$ cat config.mk
export PLATFORM = sky130hd
export DESIGN_NAME = centered_moving_average_unit
export DESIGN_NICKNAME = d
export VERILOG_FILES = /design/src/cma_pkg.sv /design/src/cma_ram.sv /design/src/cma_div.sv /design/src/centered_moving_average_unit.sv
export SDC_FILE = /design/constraint.sdc
export NUM_CORES = 1
export LEC_CHECK = 0
export ABC_AREA = 1
export BUFFER_PORTS_ARGS = -buffer_cell sky130_fd_sc_hd__buf_2
export CORE_MARGIN = 8
export CORE_UTILIZATION = 50
export DETAILED_ROUTE_END_ITERATION = 6
export HOLD_SLACK_MARGIN = 0.15
export PLACE_DENSITY = 0.65
export SKIP_LAST_GASP = 1
export SYNTH_ARGS = -nofsm -noshare
export SYNTH_HDL_FRONTEND = slang
export SYNTH_SLANG_ARGS = --single-unit
$ cat constraint.sdc
create_clock -name aclk -period 5 [get_ports aclk]
set_clock_uncertainty 0.15 [all_clocks]
set_input_delay 0.5 -clock aclk [delete_from_list [all_inputs] [get_ports aclk]]
set_output_delay 0.5 -clock aclk [all_outputs]
set_load 0.05 [all_outputs]
$ cat src/cma_pkg.sv
// Shared types and constants for the centered moving average unit.
package cma_pkg;

    localparam int DATA_W = 16;
    localparam int CFG_W  = 7;

    typedef enum logic [1:0] {
        ST_IDLE,
        ST_LOAD,
        ST_DIV,
        ST_EMIT
    } cma_state_t;

endpackage

$ cat src/cma_ram.sv
// Generic single-write, single-read RAM with registered read data.
module cma_ram #(
    parameter int WIDTH = 16,
    parameter int DEPTH = 64
) (
    input  logic                     aclk,
    input  logic                     we,
    input  logic [$clog2(DEPTH)-1:0] waddr,
    input  logic [WIDTH-1:0]         wdata,
    input  logic                     re,
    input  logic [$clog2(DEPTH)-1:0] raddr,
    output logic [WIDTH-1:0]         rdata
);

    logic [WIDTH-1:0] mem [DEPTH];
    logic [WIDTH-1:0] rdata_reg;

    always_ff @(posedge aclk) begin
        if (we) begin
            mem[waddr] <= wdata;
        end
        if (re) begin
            rdata_reg <= mem[raddr];
        end
    end

    assign rdata = rdata_reg;

endmodule

$ cat src/cma_div.sv
// Restoring divider, one quotient bit per cycle.
module cma_div #(
    parameter int DW = 22,
    parameter int VW = 7
) (
    input  logic                  aclk,
    input  logic                  aresetn,
    input  logic                  start,
    input  logic [DW-1:0]         dividend,
    input  logic [VW-1:0]         divisor,
    output logic                  done,
    output logic [DW-1:0]         quotient,
    output logic [VW-1:0]         remainder
);

    localparam int CW = $clog2(DW + 1);

    logic          run_reg, run_next;
    logic [CW-1:0] cnt_reg, cnt_next;
    logic [DW-1:0] quo_reg, quo_next;
    logic [VW-1:0] rem_reg, rem_next;
    logic [VW-1:0] dvs_reg, dvs_next;
    logic [VW:0]   shifted;
    logic          ge;

    assign shifted = {rem_reg, quo_reg[DW-1]};
    assign ge      = (shifted >= {1'b0, dvs_reg});
    assign done    = run_reg && (cnt_reg == '0);

    always_comb begin
        run_next = run_reg;
        cnt_next = cnt_reg;
        quo_next = quo_reg;
        rem_next = rem_reg;
        dvs_next = dvs_reg;
        if (start) begin
            run_next = 1'b1;
            cnt_next = CW'(DW);
            quo_next = dividend;
            rem_next = '0;
            dvs_next = divisor;
        end else if (run_reg) begin
            if (cnt_reg == '0) begin
                run_next = 1'b0;
            end else begin
                cnt_next = cnt_reg - 1'b1;
                quo_next = {quo_reg[DW-2:0], ge};
                rem_next = ge ? VW'(shifted - {1'b0, dvs_reg}) : shifted[VW-1:0];
            end
        end
    end

    always_ff @(posedge aclk) begin
        if (!aresetn) begin
            run_reg <= 1'b0;
            cnt_reg <= '0;
        end else begin
            run_reg <= run_next;
            cnt_reg <= cnt_next;
        end
        quo_reg <= quo_next;
        rem_reg <= rem_next;
        dvs_reg <= dvs_next;
    end

    assign quotient  = quo_reg;
    assign remainder = rem_reg;

endmodule

$ cat src/centered_moving_average_unit.sv
// Centered moving average unit: sample ring in RAM, running sum, iterative divider.
// Flow: an accepted input word passes through the ring read, the sum update, a bit-serial
// divide (one divider step per sum bit) when the window is full, and the result capture.
// Input words are taken only in the idle state, so a new word waits until the bit-serial
// divide and every result of the previous word are through; the divider dominates this.
// Reset: synchronous active-low aresetn; window length returns to 1, frame state clears.
module centered_moving_average_unit #(
    parameter int MAX_WINDOW  = 64,
    parameter int SAMPLE_BITS = 16
) (
    input  logic                         aclk,
    input  logic                         aresetn,
    input  logic                         cfg_valid,
    output logic                         cfg_ready,
    input  logic [cma_pkg::CFG_W-1:0]    cfg_window_length,
    input  logic                         s_valid,
    output logic                         s_ready,
    input  logic [cma_pkg::DATA_W-1:0]   s_sample,
    input  logic                         s_frame_end,
    output logic                         m_valid,
    input  logic                         m_ready,
    output logic [cma_pkg::DATA_W-1:0]   m_smoothed,
    output logic                         m_last_out,
    output logic                         m_short_frame
);

    import cma_pkg::*;

    localparam int PTR_W = $clog2(MAX_WINDOW);
    localparam int CNT_W = $clog2(MAX_WINDOW + 1);
    localparam int SUM_W = SAMPLE_BITS + PTR_W;
    localparam int EW    = CNT_W + 1;

    cma_state_t state_reg, state_next;

    logic [CFG_W-1:0]       wlen_reg;
    logic [PTR_W-1:0]       ptr_reg;
    logic [CNT_W-1:0]       filled_reg;
    logic [SUM_W-1:0]       sum_reg;
    logic [SAMPLE_BITS-1:0] smp_reg;
    logic                   fe_reg;
    logic                   full_reg;
    logic                   short_reg;
    logic                   mid_reg;
    logic [CNT_W-1:0]       head_reg;
    logic [CNT_W-1:0]       total_reg;
    logic [CNT_W-1:0]       idx_reg;
    logic [SAMPLE_BITS-1:0] fl_reg;
    logic [SAMPLE_BITS-1:0] rnd_reg;
    logic                   m_valid_reg;
    logic [DATA_W-1:0]      m_smoothed_reg;
    logic                   m_last_reg;
    logic                   m_short_reg;

    logic [CNT_W-1:0]       n_eff;
    logic [CNT_W-1:0]       half;
    logic [PTR_W-1:0]       ev_addr;
    logic [EW-1:0]          ptr_e;
    logic [EW-1:0]          n_e;
    logic [SAMPLE_BITS-1:0] ram_rdata;
    logic [SAMPLE_BITS-1:0] evict;
    logic [SUM_W-1:0]       sum_upd;
    logic [CNT_W-1:0]       filled_upd;
    logic                   first_win;
    logic                   under;
    logic [CNT_W-1:0]       head_cnt;
    logic [CNT_W-1:0]       total_cnt;
    logic [SUM_W-1:0]       div_q;
    logic [CNT_W-1:0]       div_r;
    logic [SAMPLE_BITS-1:0] emit_val;
    logic                   emit_last;

    logic in_acc;
    logic ram_we;
    logic div_start;
    logic div_done;
    logic emit_fire;
    logic emit_done;

    // effective window length, clamped
    always_comb begin
        if (wlen_reg == '0) begin
            n_eff = CNT_W'(1);
        end else if (wlen_reg > CFG_W'(MAX_WINDOW)) begin
            n_eff = CNT_W'(MAX_WINDOW);
        end else begin
            n_eff = CNT_W'(wlen_reg);
        end
    end
    assign half = n_eff >> 1;

    assign ptr_e   = EW'(ptr_reg);
    assign n_e     = EW'(n_eff);
    assign ev_addr = (ptr_e >= n_e) ? PTR_W'(ptr_e - n_e)
                                    : PTR_W'(ptr_e + EW'(MAX_WINDOW) - n_e);

    cma_ram #(
        .WIDTH (SAMPLE_BITS),
        .DEPTH (MAX_WINDOW)
    ) u_ring (
        .aclk  (aclk),
        .we    (ram_we),
        .waddr (ptr_reg),
        .wdata (smp_reg),
        .re    (in_acc),
        .raddr (ev_addr),
        .rdata (ram_rdata)
    );

    assign evict      = full_reg ? ram_rdata : '0;
    assign sum_upd    = sum_reg - SUM_W'(evict) + SUM_W'(smp_reg);
    assign filled_upd = full_reg ? filled_reg : filled_reg + 1'b1;
    assign first_win  = !full_reg && (filled_upd == n_eff);
    assign under      = filled_upd < n_eff;
    assign head_cnt   = first_win ? half : '0;
    assign total_cnt  = head_cnt + CNT_W'(!fe_reg || n_eff[0]) + (fe_reg ? half : '0);

    cma_div #(
        .DW (SUM_W),
        .VW (CNT_W)
    ) u_div (
        .aclk      (aclk),
        .aresetn   (aresetn),
        .start     (div_start),
        .dividend  (sum_upd),
        .divisor   (n_eff),
        .done      (div_done),
        .quotient  (div_q),
        .remainder (div_r)
    );

    // next state
    always_comb begin
        state_next = state_reg;
        case (state_reg)
            ST_IDLE: begin
                if (s_valid) begin
                    state_next = ST_LOAD;
                end
            end
            ST_LOAD: begin
                if (under) begin
                    state_next = fe_reg ? ST_EMIT : ST_IDLE;
                end else begin
                    state_next = ST_DIV;
                end
            end
            ST_DIV: begin
                if (div_done) begin
                    state_next = ST_EMIT;
                end
            end
            ST_EMIT: begin
                if (emit_done) begin
                    state_next = ST_IDLE;
                end
            end
            default: state_next = ST_IDLE;
        endcase
    end

    // control outputs
    always_comb begin
        s_ready   = 1'b0;
        ram_we    = 1'b0;
        div_start = 1'b0;
        emit_fire = 1'b0;
        case (state_reg)
            ST_IDLE: s_ready = 1'b1;
            ST_LOAD: begin
                ram_we    = 1'b1;
                div_start = !under;
            end
            ST_EMIT: emit_fire = !m_valid_reg || m_ready;
            default: ;
        endcase
    end

    assign in_acc    = s_valid && s_ready;
    assign emit_last = (idx_reg == total_reg - 1'b1);
    assign emit_done = emit_fire && emit_last;
    assign emit_val  = short_reg ? '0
                     : (mid_reg && (idx_reg == head_reg)) ? fl_reg : rnd_reg;
    assign cfg_ready = 1'b1;

    always_ff @(posedge aclk) begin
        if (!aresetn) begin
            state_reg   <= ST_IDLE;
            wlen_reg    <= CFG_W'(1);
            ptr_reg     <= '0;
            filled_reg  <= '0;
            sum_reg     <= '0;
            idx_reg     <= '0;
            m_valid_reg <= 1'b0;
        end else begin
            state_reg <= state_next;
            if (cfg_valid && cfg_ready) begin
                wlen_reg   <= cfg_window_length;
                filled_reg <= '0;
                sum_reg    <= '0;
            end else if (state_reg == ST_LOAD) begin
                ptr_reg    <= (ptr_reg == PTR_W'(MAX_WINDOW - 1)) ? '0 : ptr_reg + 1'b1;
                filled_reg <= fe_reg ? '0 : filled_upd;
                sum_reg    <= fe_reg ? '0 : sum_upd;
            end
            if (emit_fire) begin
                idx_reg <= emit_last ? '0 : idx_reg + 1'b1;
            end
            if (emit_fire) begin
                m_valid_reg <= 1'b1;
            end else if (m_ready) begin
                m_valid_reg <= 1'b0;
            end
        end
    end

    always_ff @(posedge aclk) begin
        if (in_acc) begin
            smp_reg  <= s_sample[SAMPLE_BITS-1:0];
            fe_reg   <= s_frame_end;
            full_reg <= (filled_reg >= n_eff);
        end
        if (state_reg == ST_LOAD) begin
            short_reg <= under;
            total_reg <= under ? CNT_W'(1) : total_cnt;
            head_reg  <= head_cnt;
            mid_reg   <= !fe_reg || n_eff[0];
        end
        if (div_done) begin
            fl_reg  <= SAMPLE_BITS'(div_q);
            rnd_reg <= SAMPLE_BITS'(div_q + SUM_W'({div_r, 1'b0} >= EW'(n_eff)));
        end
        if (emit_fire) begin
            m_smoothed_reg <= DATA_W'(emit_val);
            m_last_reg     <= fe_reg && emit_last;
            m_short_reg    <= short_reg;
        end
    end

    assign m_valid       = m_valid_reg;
    assign m_smoothed    = m_smoothed_reg;
    assign m_last_out    = m_last_reg;
    assign m_short_frame = m_short_reg;

endmodule

==> results.md <==
- Status: finished, final reports clean
- Min Tclk post-route: 4.35 ns
- Largest net degree at the start of global routing: 185
- Ant. Diodes: 0
- Vias in the first global route: 33364
- Area contributors post-synth: edfxtp_1, nor2_1, o21ai_0
- Number of clock buffers inserted by TritonCTS: 131
- # setup viols final: 0
- Dpl ws: roughly 0.76 ns
- Final #Nets: between 4000 and 5000
- Final Worst Setup Slack: around 0.65 ns
- WHS: approximately 0.32 ns
- Avg Cell Area, Syn: 11.6 µm²
- Gate power share: 22.9%
- Unrepaired setup endpoints after global routing: no
- Pre-Repair DR Iteration Count: 5
- Rel. slew slack: 10.9%
- Routability Congestion: approximately 0.9
- DIE WIDTH: 339 µm
- Final ANT Viol Nets: 0
- Via density: 5.74
- Routed wire length: ~140000 µm
- CP Class: flop to flop
- Final worst path period share: 86.9%
- Row count: 118
- Reg power frac: 42.8%
- DR vias: 34770
- Critical Path Start Type: flop
- CP max FO: 88
- Setup TNS: 0 ns
- Clock buffer depth: 3
- Critical path arrival: 4.81 ns
- # IOs: 50
- Post-Synthesis Cell Area: 52000 µm²
- Commonest non-fill, non-tap cell in the layout: edfxtp_1
- CTS sink cnt: around 1200
- Worst-Skew Late Latency: 0.75 ns
- Core Util, Final: 56.7%
- Leakage Power: 20.4 nW
- P_int: 0.0187 W
- Die H: 339 µm
- Starting density of the core: 50.3%
- CTS tree: done
- Detailed Place HPWL: 77900 µm
- Clock transition at path regs: 0.06 ns
- Clk root buf: clkbuf_16
- Yosys cell types: 44
- Main synth FF type: edfxtp_1
- Psw: 0.00858 W
- Syn nets: 4591
- Area Growth Syn to Fin: 12.6%
- Htree depth: 4
- Fin area: 58600 µm²
- MaxCap Viol Count: 0
- Hold Crit Class: primary input to flop
- Remaining routing DRC violations: 0
- Worst EP required: 5.46 ns
- Tot GR Track Use: 23.0%
- Worst VDD drop: 0.329 mV
- Mapped Cells: around 4500
- WL/cell: 22.4 µm
- First DRT Iteration DRCs: 3747
- First-pass GRT wire length: 205000 µm
- Crit. End Element: flop
- Yosys Warn Count: 0
- Layout cells sized above 1: 8.71%
- Postcts setup bufs: 0
- Number of flip-flops in the largest register: 1024
- Port Buffer Count: 48
- Initial antenna violation count: 0
- Remaining Overflow, GRT: 0
- Fin. max-slew vios: 0
- Core area: 103000 µm²
- Clock power frac: about a third
- Worst slew pin tran: 1.33 ns
- Sw Ratio: 31.4%
- Dpl cell area: about 54000 µm²
- Largest area contributor in the netlist: edfxtp_1
- Pwr Density: 466 nW/µm²
- Post-synth EDFFs: 1152
- Yosys reg bits: 1217
- Most frequent cells in the layout: edfxtp_1, nor2_1, o21ai_0
- Sequential share of the synthesized area: between 60% and 70%
- Fmax: 230 MHz
- Async SR Flop Fraction: 0%
- Die area: 115000 µm²
- Hold Violations, Final: 0
- Area share of the largest cell type after synthesis: 66.5%
-- critical path, cell delays in order (launching register included) --
cell	delay, ns
dfxtp_1	0.35
nor2_1	0.11
nand3_1	0.09
o21ai_0	0.64
ha_4	0.22
inv_1	0.06
fa_4	0.90
buf_12	0.34
o21ai_0	0.16
o211ai_1	0.25
nand3_1	0.15
nand3_1	0.24
nand3_1	0.30
nand2_1	0.13
-- routing by layer --
layer | share of wire [%] | routed length, µm | GRT usage, %
met5 | 0 | 0 | 0
met4 | 4.2 | 5670 | 9.80
met3 | 6.7 | 9070 | 3.69
met2 | 48 | 64300 | 37.6
met1 | 42 | 56400 | 30.7
-- kinds of logic after synthesis --
kind of cell	count (synthesis)	synth area share (%)
buf+inv	510	4.25
other cells	1	0.00721
simple gates	1707	13.5
fa+ha+maj	87	2.38
flops	1217	69.0
xor+xnor	38	0.712
compound gates	915	10.2
-- through the flow --
stage | power (W) | instances
6_report | 0.0273 | 6053
5_1_grt | 0.0285 | 6053
4_1_cts | 0.0274 | 6053
3_5_place_dp | 0.0181 | 5787
3_3_place_gp | 0.0180 | 5787
2_1_floorplan | 0.0160 | 4475
-- cell usage after synthesis (20+ instances only) --
cell type	n
ha_1	67
o21ai_0	455
o21ai_1	106
clkbuf_1	117
edfxtp_1	1152
buf_1	34
nand4_1	29
dfxtp_1	65
a21oi_1	72
inv_1	255
buf_6	21
nor2_1	943
nand2_1	376
o211ai_1	263
buf_2	63
xor2_1	30
nand3_1	309
fa_1	20
-- power by group through the flow --
stage                     registers [W]  clock network, W  logic (W)
after floorplan                  0.0120                 0    0.00404
after global routing             0.0117           0.00990    0.00690
final                            0.0117           0.00937    0.00624
after global placement           0.0119                 0    0.00609
after CTS                        0.0117           0.00951    0.00623
after detailed placement         0.0119                 0    0.00617
-- area by class of cell --
type                            count  area [µm²]
Clock buffer                      163        3450
Clock inverter                     69         697
Fill cell                        8388       44800
Inverter                          263        1000
Multi-Input combinational cell   2748       14000
Sequential cell                  1217       35900
Tap cell                         1380        1730
Timing Repair Buffer              213        1790
-- repair_timing --
item | CTS | global route
endpoints found under the setup margin | 0 | 0
hold buffers | 34 | 0
resized for setup | 0 | 0
hold endpoints to repair | 39 | 0
-- worst paths after layout --
kind                                             endpoint  slack, ns  depth (start not counted)                      from
worst max-delay path            u_ring.rdata[8]$_DFFE_PP_       0.65                         13  wlen_reg[5]$_SDFFE_PN0P_
worst min-delay path                smp_reg[12]$_DFFE_PP_       0.32                          2              s_sample[12]
worst max register to register  u_ring.rdata[8]$_DFFE_PP_       0.65                         13  wlen_reg[5]$_SDFFE_PN0P_
worst min register to register   sum_reg[12]$_SDFFE_PP0P_       0.32                          2  sum_reg[12]$_SDFFE_PP0P_
Power figures use the tool's default switching activity.
